File: src/rtl/spq_pkg.sv
// ----------------------------------------------------------------------------
// spq_pkg
// Shared types, codes and defaults for the sorted priority queue.
// ----------------------------------------------------------------------------
package spq_pkg;

  // Parameter defaults
  localparam int unsigned CapacityDef   = 16;
  localparam int unsigned ValueWidthDef = 32;

  // Fixed stream field widths
  localparam int unsigned OpW       = 2;
  localparam int unsigned InValueW  = 32;
  localparam int unsigned StatusW   = 2;
  localparam int unsigned PositionW = 4;
  localparam int unsigned CountW    = 5;
  localparam int unsigned HeadW     = 32;

  localparam int unsigned InTdataW  = 40;  // 34 bits used
  localparam int unsigned OutTdataW = 48;  // 44 bits used

  // Operation codes (code 3 behaves as find)
  localparam logic [OpW-1:0] OP_INSERT = 2'd0;
  localparam logic [OpW-1:0] OP_REMOVE = 2'd1;
  localparam logic [OpW-1:0] OP_FIND   = 2'd2;

  // Status codes
  localparam logic [StatusW-1:0] ST_OK        = 2'd0;
  localparam logic [StatusW-1:0] ST_NOT_FOUND = 2'd1;
  localparam logic [StatusW-1:0] ST_FULL      = 2'd2;

  typedef struct packed {
    logic               empty_res;
    logic [HeadW-1:0]   head_value;
    logic [CountW-1:0]  count;
    logic [PositionW-1:0] position;
    logic [StatusW-1:0] status;
  } result_t;

endpackage

File: src/rtl/spq_mem.sv
// ----------------------------------------------------------------------------
// spq_mem
// Entry store: one write port, one read port, registered read data.
// ----------------------------------------------------------------------------
module spq_mem #(
  parameter int unsigned Depth = 16,
  parameter int unsigned Width = 32
) (
  input  logic                     clk_i,
  input  logic                     we_i,
  input  logic [$clog2(Depth)-1:0] waddr_i,
  input  logic [Width-1:0]         wdata_i,
  input  logic                     re_i,
  input  logic [$clog2(Depth)-1:0] raddr_i,
  output logic [Width-1:0]         rdata_o
);

  logic [Width-1:0] mem_q [Depth];
  logic [Width-1:0] rdata_q;

  always_ff @(posedge clk_i) begin
    if (we_i) begin
      mem_q[waddr_i] <= wdata_i;
    end
    if (re_i) begin
      rdata_q <= mem_q[raddr_i];
    end
  end

  assign rdata_o = rdata_q;

endmodule

File: src/rtl/spq_ctrl.sv
// ----------------------------------------------------------------------------
// spq_ctrl
// Sequencer: scans and shifts the entry store one entry at a time.
// ----------------------------------------------------------------------------
module spq_ctrl
  import spq_pkg::*;
#(
  parameter int unsigned Capacity   = CapacityDef,
  parameter int unsigned ValueWidth = ValueWidthDef
) (
  input  logic                        clk_i,
  input  logic                        rst_ni,
  input  logic                        in_valid_i,
  output logic                        in_ready_o,
  input  logic [OpW-1:0]              in_op_i,
  input  logic [InValueW-1:0]         in_value_i,
  output logic                        res_valid_o,
  input  logic                        res_ready_i,
  output result_t                     res_o,
  output logic                        mem_we_o,
  output logic [$clog2(Capacity)-1:0] mem_waddr_o,
  output logic [ValueWidth-1:0]       mem_wdata_o,
  output logic                        mem_re_o,
  output logic [$clog2(Capacity)-1:0] mem_raddr_o,
  input  logic [ValueWidth-1:0]       mem_rdata_i
);

  localparam int unsigned IdxW = $clog2(Capacity);
  localparam int unsigned CntW = $clog2(Capacity + 1);

  localparam logic [2:0] S_IDLE     = 3'd0;
  localparam logic [2:0] S_INS_RD   = 3'd1;
  localparam logic [2:0] S_INS_CHK  = 3'd2;
  localparam logic [2:0] S_SCAN_RD  = 3'd3;
  localparam logic [2:0] S_SCAN_CHK = 3'd4;
  localparam logic [2:0] S_SHIFT_RD = 3'd5;
  localparam logic [2:0] S_SHIFT_WR = 3'd6;
  localparam logic [2:0] S_DONE     = 3'd7;

  logic [2:0]                   state_q, state_d;
  logic [CntW-1:0]              cnt_q, cnt_d;
  logic [CntW-1:0]              slot_q, slot_d;
  logic [OpW-1:0]               op_q, op_d;
  logic signed [ValueWidth-1:0] val_q, val_d;
  logic signed [ValueWidth-1:0] head_q, head_d;
  logic [StatusW-1:0]           status_q, status_d;
  logic [IdxW-1:0]              pos_q, pos_d;

  logic [ValueWidth+InValueW-1:0] vin_ext;
  logic signed [ValueWidth-1:0]   vin;
  logic signed [ValueWidth-1:0]   rdata;
  logic [CntW-1:0]                slot_inc, slot_dec;
  logic [IdxW+PositionW-1:0]      pos_ext;
  logic [CntW+CountW-1:0]         cnt_ext;
  logic [ValueWidth+HeadW-1:0]    head_ext;

  // Input value sign-extended or truncated to the stored width
  assign vin_ext  = {{ValueWidth{in_value_i[InValueW-1]}}, in_value_i};
  assign vin      = vin_ext[ValueWidth-1:0];
  assign rdata    = mem_rdata_i;
  assign slot_inc = slot_q + 1'b1;
  assign slot_dec = slot_q - 1'b1;

  always_comb begin
    state_d     = state_q;
    cnt_d       = cnt_q;
    slot_d      = slot_q;
    op_d        = op_q;
    val_d       = val_q;
    status_d    = status_q;
    pos_d       = pos_q;
    mem_we_o    = 1'b0;
    mem_waddr_o = slot_q[IdxW-1:0];
    mem_wdata_o = val_q;
    mem_re_o    = 1'b0;
    mem_raddr_o = slot_q[IdxW-1:0];
    in_ready_o  = 1'b0;
    res_valid_o = 1'b0;

    unique case (state_q)
      S_IDLE: begin
        in_ready_o = 1'b1;
        if (in_valid_i) begin
          op_d     = in_op_i;
          val_d    = vin;
          status_d = ST_OK;
          pos_d    = '0;
          if (in_op_i == OP_INSERT) begin
            if (cnt_q == CntW'(Capacity)) begin
              status_d = ST_FULL;
              state_d  = S_DONE;
            end else begin
              slot_d  = cnt_q;
              state_d = S_INS_RD;
            end
          end else begin
            slot_d  = '0;
            state_d = S_SCAN_RD;
          end
        end
      end

      // Walk from the tail toward the head, moving smaller entries down
      S_INS_RD: begin
        if (slot_q == '0) begin
          mem_we_o    = 1'b1;
          mem_waddr_o = '0;
          pos_d       = '0;
          cnt_d       = cnt_q + 1'b1;
          state_d     = S_DONE;
        end else begin
          mem_re_o    = 1'b1;
          mem_raddr_o = slot_dec[IdxW-1:0];
          state_d     = S_INS_CHK;
        end
      end

      S_INS_CHK: begin
        mem_we_o = 1'b1;
        if (rdata < val_q) begin
          mem_wdata_o = rdata;
          slot_d      = slot_dec;
          state_d     = S_INS_RD;
        end else begin
          pos_d   = slot_q[IdxW-1:0];
          cnt_d   = cnt_q + 1'b1;
          state_d = S_DONE;
        end
      end

      // Search from the head for the first equal entry
      S_SCAN_RD: begin
        if (slot_q == cnt_q) begin
          status_d = ST_NOT_FOUND;
          state_d  = S_DONE;
        end else begin
          mem_re_o = 1'b1;
          state_d  = S_SCAN_CHK;
        end
      end

      S_SCAN_CHK: begin
        if (rdata == val_q) begin
          pos_d   = slot_q[IdxW-1:0];
          state_d = (op_q == OP_REMOVE) ? S_SHIFT_RD : S_DONE;
        end else begin
          slot_d  = slot_inc;
          state_d = S_SCAN_RD;
        end
      end

      // Close the gap left by a removed entry
      S_SHIFT_RD: begin
        if (slot_inc == cnt_q) begin
          cnt_d   = cnt_q - 1'b1;
          state_d = S_DONE;
        end else begin
          mem_re_o    = 1'b1;
          mem_raddr_o = slot_inc[IdxW-1:0];
          state_d     = S_SHIFT_WR;
        end
      end

      S_SHIFT_WR: begin
        mem_we_o    = 1'b1;
        mem_wdata_o = rdata;
        slot_d      = slot_inc;
        state_d     = S_SHIFT_RD;
      end

      S_DONE: begin
        res_valid_o = 1'b1;
        if (res_ready_i) begin
          state_d = S_IDLE;
        end
      end

      default: begin
        state_d = S_IDLE;
      end
    endcase
  end

  // Head entry is mirrored in a register on every write to slot 0
  always_comb begin
    head_d = head_q;
    if (mem_we_o && (mem_waddr_o == '0)) begin
      head_d = mem_wdata_o;
    end
  end

  always_ff @(posedge clk_i or negedge rst_ni) begin
    if (!rst_ni) begin
      state_q <= S_IDLE;
      cnt_q   <= '0;
    end else begin
      state_q <= state_d;
      cnt_q   <= cnt_d;
    end
  end

  always_ff @(posedge clk_i) begin
    slot_q   <= slot_d;
    op_q     <= op_d;
    val_q    <= val_d;
    head_q   <= head_d;
    status_q <= status_d;
    pos_q    <= pos_d;
  end

  assign pos_ext  = {{PositionW{1'b0}}, pos_q};
  assign cnt_ext  = {{CountW{1'b0}}, cnt_q};
  assign head_ext = {{HeadW{head_q[ValueWidth-1]}}, head_q};

  always_comb begin
    res_o.status     = status_q;
    res_o.position   = (status_q == ST_OK) ? pos_ext[PositionW-1:0] : '0;
    res_o.count      = cnt_ext[CountW-1:0];
    res_o.empty_res  = (cnt_q == '0);
    res_o.head_value = (cnt_q == '0) ? '0 : head_ext[HeadW-1:0];
  end

endmodule

File: src/rtl/sorted_priority_queue.sv
// ----------------------------------------------------------------------------
// sorted_priority_queue
// Descending sorted list of signed values with insert, remove and find.
// ----------------------------------------------------------------------------
// Usage:
//   Slave channel s_axis_*: one transaction per command (op, value).
//   Master channel m_axis_*: exactly one result transaction per command,
//   in command order, with status, position, count, head value and empty.
//   Commands are processed one at a time; a new command is accepted only
//   after the previous result has left the sequencer. An insert walks
//   from the tail toward the head past the smaller entries; find and
//   remove scan from the head to the first equal entry, and remove then
//   shifts the entries behind it up; a miss scans every entry; a full
//   insert does no walk. The walk over the entry memory is sequential:
//   each entry visited costs one read step and one compare or write step.
//   Reset clears the entry count and control; memory contents are not
//   cleared, only entries below the count are ever read.
//   A finished result sits in the output register while the next command
//   is accepted; if the receiver stalls, the sequencer holds its next
//   result until the register frees up, then returns to accept.
// ----------------------------------------------------------------------------
module sorted_priority_queue
  import spq_pkg::*;
#(
  parameter int unsigned CAPACITY    = CapacityDef,
  parameter int unsigned VALUE_WIDTH = ValueWidthDef
) (
  input  logic                 clk_i,
  input  logic                 rst_ni,
  input  logic                 s_axis_tvalid,
  output logic                 s_axis_tready,
  input  logic [InTdataW-1:0]  s_axis_tdata,   // [1:0] op, [33:2] value
  output logic                 m_axis_tvalid,
  input  logic                 m_axis_tready,
  output logic [OutTdataW-1:0] m_axis_tdata    // [1:0] status, [5:2] position,
                                               // [10:6] count, [42:11] head_value,
                                               // [43] empty_res
);

  localparam int unsigned IdxW = $clog2(CAPACITY);

  logic                   res_valid;
  logic                   res_ready;
  result_t                res;
  logic                   mem_we;
  logic [IdxW-1:0]        mem_waddr;
  logic [VALUE_WIDTH-1:0] mem_wdata;
  logic                   mem_re;
  logic [IdxW-1:0]        mem_raddr;
  logic [VALUE_WIDTH-1:0] mem_rdata;

  logic                   m_valid_q, m_valid_d;
  logic [OutTdataW-1:0]   m_data_q, m_data_d;

  spq_ctrl #(
    .Capacity   (CAPACITY),
    .ValueWidth (VALUE_WIDTH)
  ) u_ctrl (
    .clk_i       (clk_i),
    .rst_ni      (rst_ni),
    .in_valid_i  (s_axis_tvalid),
    .in_ready_o  (s_axis_tready),
    .in_op_i     (s_axis_tdata[OpW-1:0]),
    .in_value_i  (s_axis_tdata[OpW+InValueW-1:OpW]),
    .res_valid_o (res_valid),
    .res_ready_i (res_ready),
    .res_o       (res),
    .mem_we_o    (mem_we),
    .mem_waddr_o (mem_waddr),
    .mem_wdata_o (mem_wdata),
    .mem_re_o    (mem_re),
    .mem_raddr_o (mem_raddr),
    .mem_rdata_i (mem_rdata)
  );

  spq_mem #(
    .Depth (CAPACITY),
    .Width (VALUE_WIDTH)
  ) u_mem (
    .clk_i   (clk_i),
    .we_i    (mem_we),
    .waddr_i (mem_waddr),
    .wdata_i (mem_wdata),
    .re_i    (mem_re),
    .raddr_i (mem_raddr),
    .rdata_o (mem_rdata)
  );

  // Output register: free when empty or being drained this cycle
  assign res_ready = !m_valid_q || m_axis_tready;

  always_comb begin
    m_valid_d = m_valid_q;
    m_data_d  = m_data_q;
    if (res_valid && res_ready) begin
      m_valid_d = 1'b1;
      m_data_d  = {4'b0000, res};
    end else if (m_axis_tready) begin
      m_valid_d = 1'b0;
    end
  end

  always_ff @(posedge clk_i or negedge rst_ni) begin
    if (!rst_ni) begin
      m_valid_q <= 1'b0;
    end else begin
      m_valid_q <= m_valid_d;
    end
  end

  always_ff @(posedge clk_i) begin
    m_data_q <= m_data_d;
  end

  assign m_axis_tvalid = m_valid_q;
  assign m_axis_tdata  = m_data_q;

endmodule
File: config.mk
export PLATFORM = sky130hd
export DESIGN_NAME = sorted_priority_queue
export DESIGN_NICKNAME = d
export VERILOG_FILES = /design/src/rtl/spq_pkg.sv /design/src/rtl/spq_mem.sv /design/src/rtl/spq_ctrl.sv /design/src/rtl/sorted_priority_queue.sv
export SDC_FILE = /design/constraint.sdc
export NUM_CORES = 1
export LEC_CHECK = 0
export CAP_MARGIN = 20
export CELL_PAD_IN_SITES_DETAIL_PLACEMENT = 1
export CELL_PAD_IN_SITES_GLOBAL_PLACEMENT = 2
export CORE_ASPECT_RATIO = 0.6
export CORE_UTILIZATION = 30
export CTS_CLUSTER_DIAMETER = 100
export DETAILED_ROUTE_END_ITERATION = 16
export DONT_BUFFER_PORTS = 1
export MAX_ROUTING_LAYER = met4
export PLACE_DENSITY_LB_ADDON = 0.25
export RECOVER_POWER = 100
export SYNTH_ARGS = -nofsm -noshare
export SYNTH_HDL_FRONTEND = slang
export SYNTH_HIERARCHICAL = 1
export SYNTH_SLANG_ARGS = --single-unit
File: constraint.sdc
create_clock -name clk_i -period 4.95 [get_ports clk_i]
set_clock_uncertainty 0.15 [all_clocks]
set_input_delay 0.99 -clock clk_i [delete_from_list [all_inputs] [get_ports clk_i]]
set_output_delay 0.99 -clock clk_i [all_outputs]
set_load 0.1 [all_outputs]
* Word level (Yosys, flattened, before mapping)
Memory sizes are Yosys's and may differ from the RTL's. A register that Yosys moved wholly into a read port is not among the register bits.
Index checks and enable logic that the tools add are counted.
** Cells by class
- Reductions and logical operators :: 22
- Bitwise operators :: 0
- Div/mod/pow operators :: 0
- Add/sub/neg operators :: 4
- $lt $le $gt $ge :: 1
- Equal/unequal tests :: 22
- Shifts and indexed selects :: 0
- Multipliers :: 0
- Mux-type cells :: 50
** Operators with widths (number)
- one-hot mux 32 bit (2 select lines) :: 1
- two-way mux 5 bit :: 8
- == test 32 bit :: 1
- less-than comparator 32 bit :: 1
- two-way mux 32 bit :: 1
- two-way mux 4 bit :: 8
- one-hot mux 3 bit (8 select lines) :: 1
- two-way mux 3 bit :: 7
- one-hot mux 5 bit (4 select lines) :: 1
- one-hot mux 4 bit (4 select lines) :: 1
- one-hot mux 5 bit (3 select lines) :: 1
- == test 3 bit, second input constant :: 4
- two-way mux 2 bit :: 6
- two-way mux 1 bit :: 11
- adder 5 x 1 -> 5 bit, second input constant :: 2
- == test 5 bit :: 2
- logical NOT 5 bit :: 2
- != test 2 x 1 -> 1 bit, second input constant :: 5
- AND reduction 5 bit :: 2
- subtractor 5 x 1 -> 5 bit, second input constant :: 2
- != test 2 bit, second input constant :: 4
- one-hot mux 4 bit (2 select lines) :: 1
- nonzero test 4 bit :: 2
- == test 3 x 2 -> 1 bit, second input constant :: 2
- 19 further kinds :: 23
** Storage, ports and cells
- Output and inout port bits :: 50
- Logic and storage cells :: 112
- Memories :: 1
- Flip-flop bits (word level) :: 130
- Memory bits (read-only) :: 0
- Bits in latches :: 0
- Memory bits (writable) :: 512
** Memories
- u_mem.mem_q :: words 16, bits a word 32, read ports 1, clocked after memory_dff 1, write ports 1, RTL line spq_mem.sv:18 : logic [Width-1:0] mem_q [Depth];

* Depth between registers and ports, before layout
Gate-level depths: netlist (run 1).
- Word-level depth :: 5
- Gate-level depth with buffers :: 14
- Mapped depth without buffers :: 11

* Modules after synthesis
The synthesis (run 1) kept the hierarchy.
** Modules (own cells, without submodules)
- spq_mem :: sequential area each 16335.7 um^2, cells an instance 838, times used 1, area each 20155.6 um^2
- spq_ctrl :: sequential area each 2512.4 um^2, cells an instance 733, times used 1, area each 6535.0 um^2
- sorted_priority_queue :: sequential area each 1346.3 um^2, cells an instance 53, times used 1, area each 1408.9 um^2

* Least setup slack after synthesis (run 1)
OpenSTA, ideal clock, no wires.
- Path kind :: flip-flop to flip-flop
- From :: reg u_ctrl.slot_q[0]
- To :: mem u_mem.mem_q[0][0], enable pin
- Setup time :: 461 ps
- Stages on the path, launching flop included :: 10
- Slack :: 52 ps
- Data arrival time :: 4286 ps
- Buffers on the path :: 1
- Data required time :: 4339 ps
- Clock period less this slack :: 4898 ps
- Cell sequence :: edfxtp_1 -> clkbuf_1 -> inv_1 -> ha_1 -> nand2b_1 -> nor3_1 -> nand2_1 -> nand2_1 -> or3b_2 -> nor3_1
** On the way
- Cells in the longest elaborated chain, start to end :: 5
** RTL lines
- from (decl) :: RTL line spq_ctrl.sv:42 : logic [CntW-1:0] slot_q, slot_d;
- from (signal assigned) :: RTL line spq_ctrl.sv:203 : slot_q <= slot_d;
- logical NOT 5 bit :: RTL line spq_ctrl.sv:105 : if (slot_q == '0) begin
- two-way mux 1 bit :: RTL line spq_ctrl.sv:105
- one-hot mux 1 bit (2 select lines) :: RTL line spq_ctrl.sv:80 : unique case (state_q)
- named net mem_we :: RTL line sorted_priority_queue.sv:45 : logic mem_we;
- two-way mux 1 bit :: RTL line spq_mem.sv:22 : if (we_i) begin
- two-way mux 1 bit (implied by the code) :: RTL line spq_mem.sv:23 : mem_q[waddr_i] <= wdata_i;
- to (decl) :: RTL line spq_mem.sv:18
The timed path passes the listed nets, and every way through them passes these cells.

* Worst setup path after layout (run 1)
- From :: reg u_mem.rdata_q[7] (netlist: u_mem/rdata_o[7]), read port of u_mem.mem_q
- To :: mem u_mem.mem_q[15][12] (data pin)
** On the way
- Cells in the longest elaborated chain, start to end :: 3
** RTL lines
- from (decl) :: RTL line spq_mem.sv:19 : logic [Width-1:0] rdata_q;
- less-than comparator 32 bit :: RTL line spq_ctrl.sv:120 : if (rdata < val_q) begin
- two-way mux 32 bit :: RTL line spq_ctrl.sv:120
- one-hot mux 32 bit (2 select lines) :: RTL line spq_ctrl.sv:80
- named net mem_wdata[12] :: RTL line sorted_priority_queue.sv:47 : logic [VALUE_WIDTH-1:0] mem_wdata;
The timed path passes the listed nets, and every way through them passes these cells.

==> flow_summary.json, run 1 <==
{
  "run_status": "complete, but fails checks",
  "failed_checks": "capacitance limit, slew limit",
  "grt_first_pass_wirelength_um": 113000,
  "syn-cell-area_sq_mm": 0.0281,
  "finalCriticalPeriod_ns": 4.43,
  "grt_overflow": 0,
  "ys.flop_type": "sky130_fd_sc_hd__edfxtp_1",
  "hold_depth": 0,
  "antenna_found_initial": 4,
  "hp-class": "in2reg",
  "tightestPinTransition_ns": 2.76,
  "power-per-cell-area_mw_per_mm2": 760,
  "die-width_um": 397,
  "firstDrtPassIters": 5,
  "final_count_of_pins_violating_max_slew": 122,
  "worst_case_register_to_register_setup_slack_ns": 0.52,
  "power.ir.vdd_worst_uv": 547,
  "grt.total_usage_pct": 17.0,
  "worst_r2r_start": "u_mem/rdata_o[7]",
  "setup_viol_count_final": 0,
  "clkSinkCount": 674,
  "n_fill_cell": 9242,
  "final_net_count": 1745,
  "instance_count_of_the_mapped_netlist": 1624,
  "numPortBuffers": 0,
  "yosys_cell_types": 70,
  "detailed_place_hpwl_um": 46600,
  "dp.cells": 2828,
  "first_iter_violations": 1313,
  "clkTransAtPathRegs_ns": 0.07,
  "gp_congestion": 0.800,
  "remaining_drc_errors": 0,
  "postSynthAreaPerCell_sq_um": 17.3,
  "holdCritStartpoint": "s_axis_tdata[30]",
  "reg2regPathDepth": 9,
  "yosys_register_bits": 674,
  "root_buffer": "sky130_fd_sc_hd__clkbuf_16",
  "pin_count_of_the_biggest_net_entering_global_routing": 72,
  "critPathRequiredTime_ns": 5.09,
  "setup.worst_path.end_class": "register",
  "cts_tree": "built",
  "cts_post_setup_buffers_inserted": 0,
  "totalWireLength_um": 78800,
  "leakagePower_nw": 10.3,
  "layout_worst_path_cycle_share_pct": 89.6,
  "worst-setup-path-type": "reg2reg",
  "fp.coreArea_sq_mm": 0.0923,
  "cts.path.max_buffers": 3,
  "route.detailed.wl_per_inst_um": 26.8,
  "final.setup.tns_ns": 0,
  "clock_insertion_delay_worst_skew_ns": 0.66,
  "yosys_warnings": 6,
  "hold_end": "u_ctrl/val_q[28]",
  "fp.dieArea_sq_mm": 0.0949,
  "initial_core_util_pct": 30.4,
  "synth-edff-count": 665,
  "max_slew_margin_pct": -84.1,
  "max_cap_viol_count": 5,
  "fin_cells": 2946,
  "io_pins": 94,
  "critPathArrivalTime_ns": 4.58,
  "placementRows": 86,
  "synth_sequential_area_ratio_pct": 71.9,
  "critical_path.reg2reg.endpoint": "u_mem/mem_q[15][12]",
  "avgViaCountPerCell": 5.14,
  "vias": 15100,
  "ys_async_sr_fraction_pct": 1.34,
  "post_route_cells_drive_above_1_share_pct": 18.8,
  "clock_tree.htree_level_count": 2,
  "floorplan.die.height_um": 239,
  "report.final.hold_viol_count": 0,
  "cp_max_fo": 17,
  "achievable-frequency_mhz": 226,
  "cts_made_buffers": 61,
  "area_growth_pct": 13.6,
  "timing.critical_path.from_type": "register",
  "rsz0062_at_grt": "no",
  "count_of_antenna_violating_nets_left_after_detailed_routing": 0,
  "number_of_global_route_vias_before_repair": 15700
}
sequential cells by signal, indices dropped and copies added, names as in the netlist:
register	cells
u_mem/rdata_o	32
u_ctrl/status_q	2
u_ctrl/head_q	32
u_ctrl/cnt_q	5
u_ctrl/slot_q	5
u_ctrl/op_q	2
m_axis_tdata	44
u_ctrl/pos_q	4
m_axis_tvalid	1
u_ctrl/state_q	3
u_ctrl/val_q	32
u_mem/mem_q	512
through the flow:
step	hold WS (ns)	instance area [sq um]	worst slack, ns	power, mW	utilization (%)
after floorplan	0.277	28100	0.0525	16.0	-
after global placement	0.286	30200	0.753	19.6	32.7
after detailed placement	0.286	30200	0.786	19.9	32.7
after CTS	0.223	32200	0.778	24.8	34.9
after global routing	0.224	31900	0.280	25.5	34.6
final	0.269	31900	0.517	24.3	34.6
how the worst max path moves through the flow:
stage | end | slack [ns] | startpoint
after global placement | u_mem/rdata_o[4] | 0.75 | u_ctrl/slot_q[0]
after floorplan | u_mem/mem_q[0][0] | 0.05 | u_ctrl/slot_q[0]
final | u_mem/mem_q[15][12] | 0.52 | u_mem/rdata_o[7]
after detailed placement | u_mem/rdata_o[4] | 0.79 | u_ctrl/slot_q[0]
after global routing | u_mem/mem_q[9][30] | 0.28 | u_mem/rdata_o[7]
after CTS | u_mem/rdata_o[4] | 0.78 | u_ctrl/slot_q[0]
layer usage:
metal	vias to the layer above	GRT usage (%)	wire length (um)	share of wire (%)
met2	297	24.7	34600	44
met3	84	2.64	3190	4.0
met1	8214	25.3	40100	51
met5	-	-	0	0
met4	0	3.05	1030	1.3
li1	6544	-	-	-
layout by cell type (no fill, tap or decap), drive strengths merged, types with 4 or more instances in the layout:
cell / count
nand4: 4
nor2b: 43
mux2i: 5
xnor2: 9
nand3b: 19
or4: 17
nor3: 27
bufinv: 8
dfrtp: 9
nand2: 99
nor3b: 17
clkbuf: 101
inv: 43
nor4: 6
a22oi: 67
ha: 39
conb: 4
mux4: 128
buf: 41
nand3: 43
a221o: 4
clkinv: 33
edfxtp: 665
xor2: 9
o21ai: 41
and3: 43
nor2: 52
nand2b: 10
o2111ai: 14
and2: 10
diode: 4
a21oi: 63
area by class of cell:
class	instances	area, sq um	area share, %
flip-flops and latches	674	20200	63.2
multi-input cells	807	7360	23.0
clock buffers	69	1560	4.87
well taps	1232	1540	4.83
repair buffers	74	659	2.07
clock inverters	43	449	1.41
inverters	43	161	0.505
diodes	4	10.0	0.0313
kinds of logic after synthesis:
family / after synthesis / share of synthesized area [%]
xor gates and xnor gates: 18 / 0.561
muxes: 136 / 10.6
AOI/OAI and AO/OA: 212 / 5.16
and+or+nand+nor: 397 / 7.73
adders and majority gates: 40 / 1.81
buffers and inverters: 146 / 2.30
other: 1 / 0.0133
DFF: 674 / 71.9
power by group:
group / total (mW) / leakage (nW) / switching (mW) / internal (mW)
combinational: 9.88 / 3.19 / 6.16 / 3.72
clock: 4.85 / 0.973 / 2.18 / 2.68
sequential: 9.53 / 6.13 / 1.18 / 8.35
total: 24.3 / 10.3 / 9.51 / 14.7
critical path, stage by stage (launching register included):
cell and delay, ns:
sky130_fd_sc_hd__edfxtp_1 0.49, sky130_fd_sc_hd__ha_1 0.35, sky130_fd_sc_hd__a21oi_1 0.14, sky130_fd_sc_hd__o21ai_0 0.30, sky130_fd_sc_hd__a221o_1 0.45, sky130_fd_sc_hd__o311a_4 0.42, sky130_fd_sc_hd__nor2_4 0.55, sky130_fd_sc_hd__clkbuf_1 0.32
sky130_fd_sc_hd__a21oi_1 0.07, sky130_fd_sc_hd__or4_1 0.81
synth_stat cells (all sizes together), types with 2 or more instances:
library cell	count	area (sq um)
a21boi	2	18.8
a21o	3	22.5
a21oi	63	353
a221o	4	40.0
a221oi	2	17.5
a22oi	67	503
and2	10	65.1
and3	43	269
buf	40	248
clkbuf	63	236
dfrtp	9	225
edfxtp	665	20000
ha	39	488
inv	43	161
mux2	3	33.8
mux2i	5	50.1
mux4	128	2880
nand2	99	372
nand2b	10	70.1
nand3	43	220
nand3b	19	143
nand4	4	31.3
nor2	52	203
nor2b	43	269
nor3	27	135
nor3b	17	128
nor4	6	52.6
o2111ai	14	140
o211ai	2	15.0
o21ai	41	209
o22ai	2	12.5
o311a	2	31.3
or2	2	12.5
or3	2	12.5
or4	17	165
xnor2	9	78.8
xor2	9	78.8
timing repair:
action                                  in CTS  in global routing
endpoints found under the setup margin       0                  0
hold buffers                                 1                  0
resized for setup                            0                  0
hold endpoints to repair                     9                  0
(Power assumes the default switching activity.)
==> inputs of run 2 (changes only) <==
- clock period: 4.95 -> 5.3 ns (I/O delays scaled with it)
==> run 2 against run 1 <==
Compared with the run above:
- the flow still finishes with violations (capacitance limit, slew limit)
- combinational power down 7.3%
- clock power about the same
- final cell count up 0.24%
- cell area up 0.22%
- flip-flop and latch count unchanged
- critical endpoint is now u_mem/mem_q[3][2]
==> flow_summary.json, run 2 (synthesis gave the netlist of run 1 again) <==
{
  "route.detailed.wl_per_inst_um": 26.4,
  "clock_insertion_delay_worst_skew_ns": 0.66,
  "critical_path.reg2reg.endpoint": "u_mem/mem_q[3][2]",
  "clkSinkCount": 674,
  "grt_first_pass_wirelength_um": 113000,
  "cts_hold_buf": 1,
  "cts.path.max_buffers": 3,
  "clkTransAtPathRegs_ns": 0.06,
  "grt_overflow": 0,
  "max_slew_margin_pct": -90.2,
  "cts_made_buffers": 66,
  "slowest_stage": "sky130_fd_sc_hd__nor2_1",
  "fin_cells": 2953,
  "cts_post_setup_buffers_inserted": 0,
  "n_fill_cell": 9262,
  "grt.total_usage_pct": 17.1,
  "layout_worst_path_cycle_share_pct": 90.5,
  "power-per-cell-area_mw_per_mm2": 715,
  "root_buffer": "sky130_fd_sc_hd__clkbuf_16",
  "post_route_cells_drive_above_1_share_pct": 18.7,
  "timing.critical_path.from_type": "register",
  "finalInstanceArea_sq_mm": 0.0320,
  "timing.critical_path.buf_inv": 3,
  "worst_case_register_to_register_setup_slack_ns": 0.50,
  "critical_path.cell_chain": "inv_1 > ha_1 > nand2b_1 > nor3_1 > clkbuf_1 > nand2_1 > nand2_1 > or3b_2 > nor2_1 > clkbuf_2",
  "hp-class": "reg2reg",
  "power.share.sequential_pct": 38.8,
  "report.final.hold_viol_count": 0,
  "dp.cells": 2831,
  "failed_checks": "capacitance limit, slew limit",
  "pin_count_of_the_biggest_net_entering_global_routing": 69,
  "hold_end": "m_axis_tdata[1]",
  "rsz0062_at_grt": "no",
  "count_of_antenna_violating_nets_left_after_detailed_routing": 0,
  "vias": 15100,
  "final_count_of_pins_violating_max_slew": 187,
  "fp.dieArea_sq_mm": 0.0949,
  "gp_congestion": 0.804,
  "numPortBuffers": 0,
  "remaining_drc_errors": 0,
  "floorplan.die.height_um": 239,
  "clock_tree.htree_level_count": 3,
  "stage_delay_of_the_slowest_cell_on_the_critical_path_ns": 1.24,
  "initial_core_util_pct": 30.4,
  "holdCritStartpoint": "u_ctrl/status_q[1]",
  "setup.worst_path.end_class": "register",
  "finalCriticalPeriod_ns": 4.80,
  "run_status": "complete, but fails checks",
  "critPathArrivalTime_ns": 4.92,
  "cts_tree": "built",
  "reg2regPathDepth": 10,
  "switching_share_pct": 39.2,
  "power.share.combinational_pct": 40.0,
  "dpl-instance-area_sq_mm": 0.0301,
  "tightestPinTransition_ns": 2.85,
  "cp_common_cell": "sky130_fd_sc_hd__nand2_1",
  "io_pins": 94,
  "detailed_place_hpwl_um": 47500,
  "final.setup.tns_ns": 0,
  "cts_resized": 0,
  "met3_usage_pct": 2.96,
  "number_of_global_route_vias_before_repair": 15600,
  "met2_usage_pct": 24.6,
  "avgViaCountPerCell": 5.10,
  "critPathRequiredTime_ns": 5.42,
  "layout_common_cells": "sky130_fd_sc_hd__edfxtp_1, sky130_fd_sc_hd__mux4_2, sky130_fd_sc_hd__nand2_1, sky130_fd_sc_hd__clkbuf_16, sky130_fd_sc_hd__a22oi_1",
  "global_route.peak_usage_layer": "met1",
  "largest-register": "u_mem/mem_q",
  "max_reg_flops": 512,
  "area_growth_pct": 13.9,
  "fp.coreArea_sq_mm": 0.0923,
  "layout.core_utilization_pct": 34.7,
  "die-width_um": 397,
  "pwr-share-clk_pct": 21.2,
  "achievable-frequency_mhz": 209,
  "placementRows": 86,
  "antenna_found_initial": 3,
  "power.ir.vdd_worst_uv": 556,
  "max_cap_viol_count": 8,
  "worst_r2r_start": "u_ctrl/slot_q[1]",
  "totalWireLength_um": 78000,
  "setup_viol_count_final": 0,
  "cellInternalPower_mw": 13.9,
  "mostFrequentLayoutCell": "sky130_fd_sc_hd__edfxtp_1",
  "path_delay_family": "simple AND/OR/NAND/NOR gates",
  "worst-setup-path-type": "reg2reg",
  "grtUsageMet1_pct": 25.1,
  "firstDrtPassIters": 5,
  "fin_hold_ws_ns": 0.303,
  "first_iter_violations": 1220,
  "leakagePower_nw": 10.3,
  "final_net_count": 1752,
  "p_sw_mw": 8.97,
  "cp_max_fo": 11,
  "hold_depth": 0
}
run 2: changes by cell type in the layout (fill, tap and decap cells not counted), moves of 6 or more:
cell,delta
sky130_fd_sc_hd__clkbuf_1,+13
sky130_fd_sc_hd__clkinv_1,-9
sky130_fd_sc_hd__buf_12,-6
sky130_fd_sc_hd__buf_4,+6
sky130_fd_sc_hd__clkbuf_16,+6
sky130_fd_sc_hd__or4_1,-6
sky130_fd_sc_hd__or4_4,+6
run 2: worst max-delay path by stage:
| stage | cells past startpoint | slack [ns] | to | from |
|---|---|---|---|---|
| final | 10 | 0.50 | u_mem/mem_q[3][2] | u_ctrl/slot_q[1] |
| after global routing | 10 | 0.31 | u_mem/mem_q[13][21] | u_ctrl/slot_q[1] |
| after CTS | 11 | 0.88 | u_mem/rdata_o[14] | u_ctrl/slot_q[2] |
| after detailed placement | 11 | 0.89 | u_mem/rdata_o[9] | u_ctrl/slot_q[2] |
| after global placement | 12 | 0.96 | u_mem/rdata_o[14] | u_ctrl/slot_q[0] |
| after floorplan | 9 | 0.40 | u_mem/mem_q[0][0] | u_ctrl/slot_q[0] |
run 2: power by group through the flow:
stage               combinational [mW]  sequential (mW)  clock, mW
finish                            9.16             8.88       4.85
global route                      9.92             8.96       5.17
CTS                               9.50             8.88       5.00
detailed placement                9.47             8.99          0
global placement                  9.25             8.96          0
floorplan                         6.19             8.72          0
run 2: layout make-up:
cell class / count / area [sq um] / share of cell area, %
inverters: 43 / 161 / 0.504
multi-input cells: 807 / 7330 / 22.9
repair buffers: 76 / 579 / 1.81
flip-flops and latches: 674 / 20200 / 63.1
diodes: 1 / 2.50 / 0.00782
well taps: 1232 / 1540 / 4.82
clock inverters: 38 / 455 / 1.42
clock buffers: 82 / 1730 / 5.42
run 2: worst reg2reg max path, cell delays in order, from the launching register on:
cell and delay, ns:
sky130_fd_sc_hd__edfxtp_1 0.55, sky130_fd_sc_hd__inv_1 0.27, sky130_fd_sc_hd__ha_1 0.27, sky130_fd_sc_hd__nand2b_1 0.11, sky130_fd_sc_hd__nor3_1 0.16, sky130_fd_sc_hd__clkbuf_1 0.30
sky130_fd_sc_hd__nand2_1 0.10, sky130_fd_sc_hd__nand2_1 0.16, sky130_fd_sc_hd__or3b_2 0.56, sky130_fd_sc_hd__nor2_1 1.24, sky130_fd_sc_hd__clkbuf_2 0.58
run 2: metal layers:
layer / part of all wire, % / vias to the layer above / wire length [um]
li1: - / 6568 / -
met4: 1.5 / 0 / 1180
met5: 0 / - / 0
met3: 4.1 / 85 / 3200
met2: 44 / 267 / 34400
met1: 50 / 8151 / 39200
run 2: stage by stage:
stage | worst slack, ns | power (mW)
floorplan | 0.402 | 14.9
global placement | 0.956 | 18.2
detailed placement | 0.888 | 18.5
CTS | 0.880 | 23.4
global route | 0.308 | 24.1
finish | 0.504 | 22.9
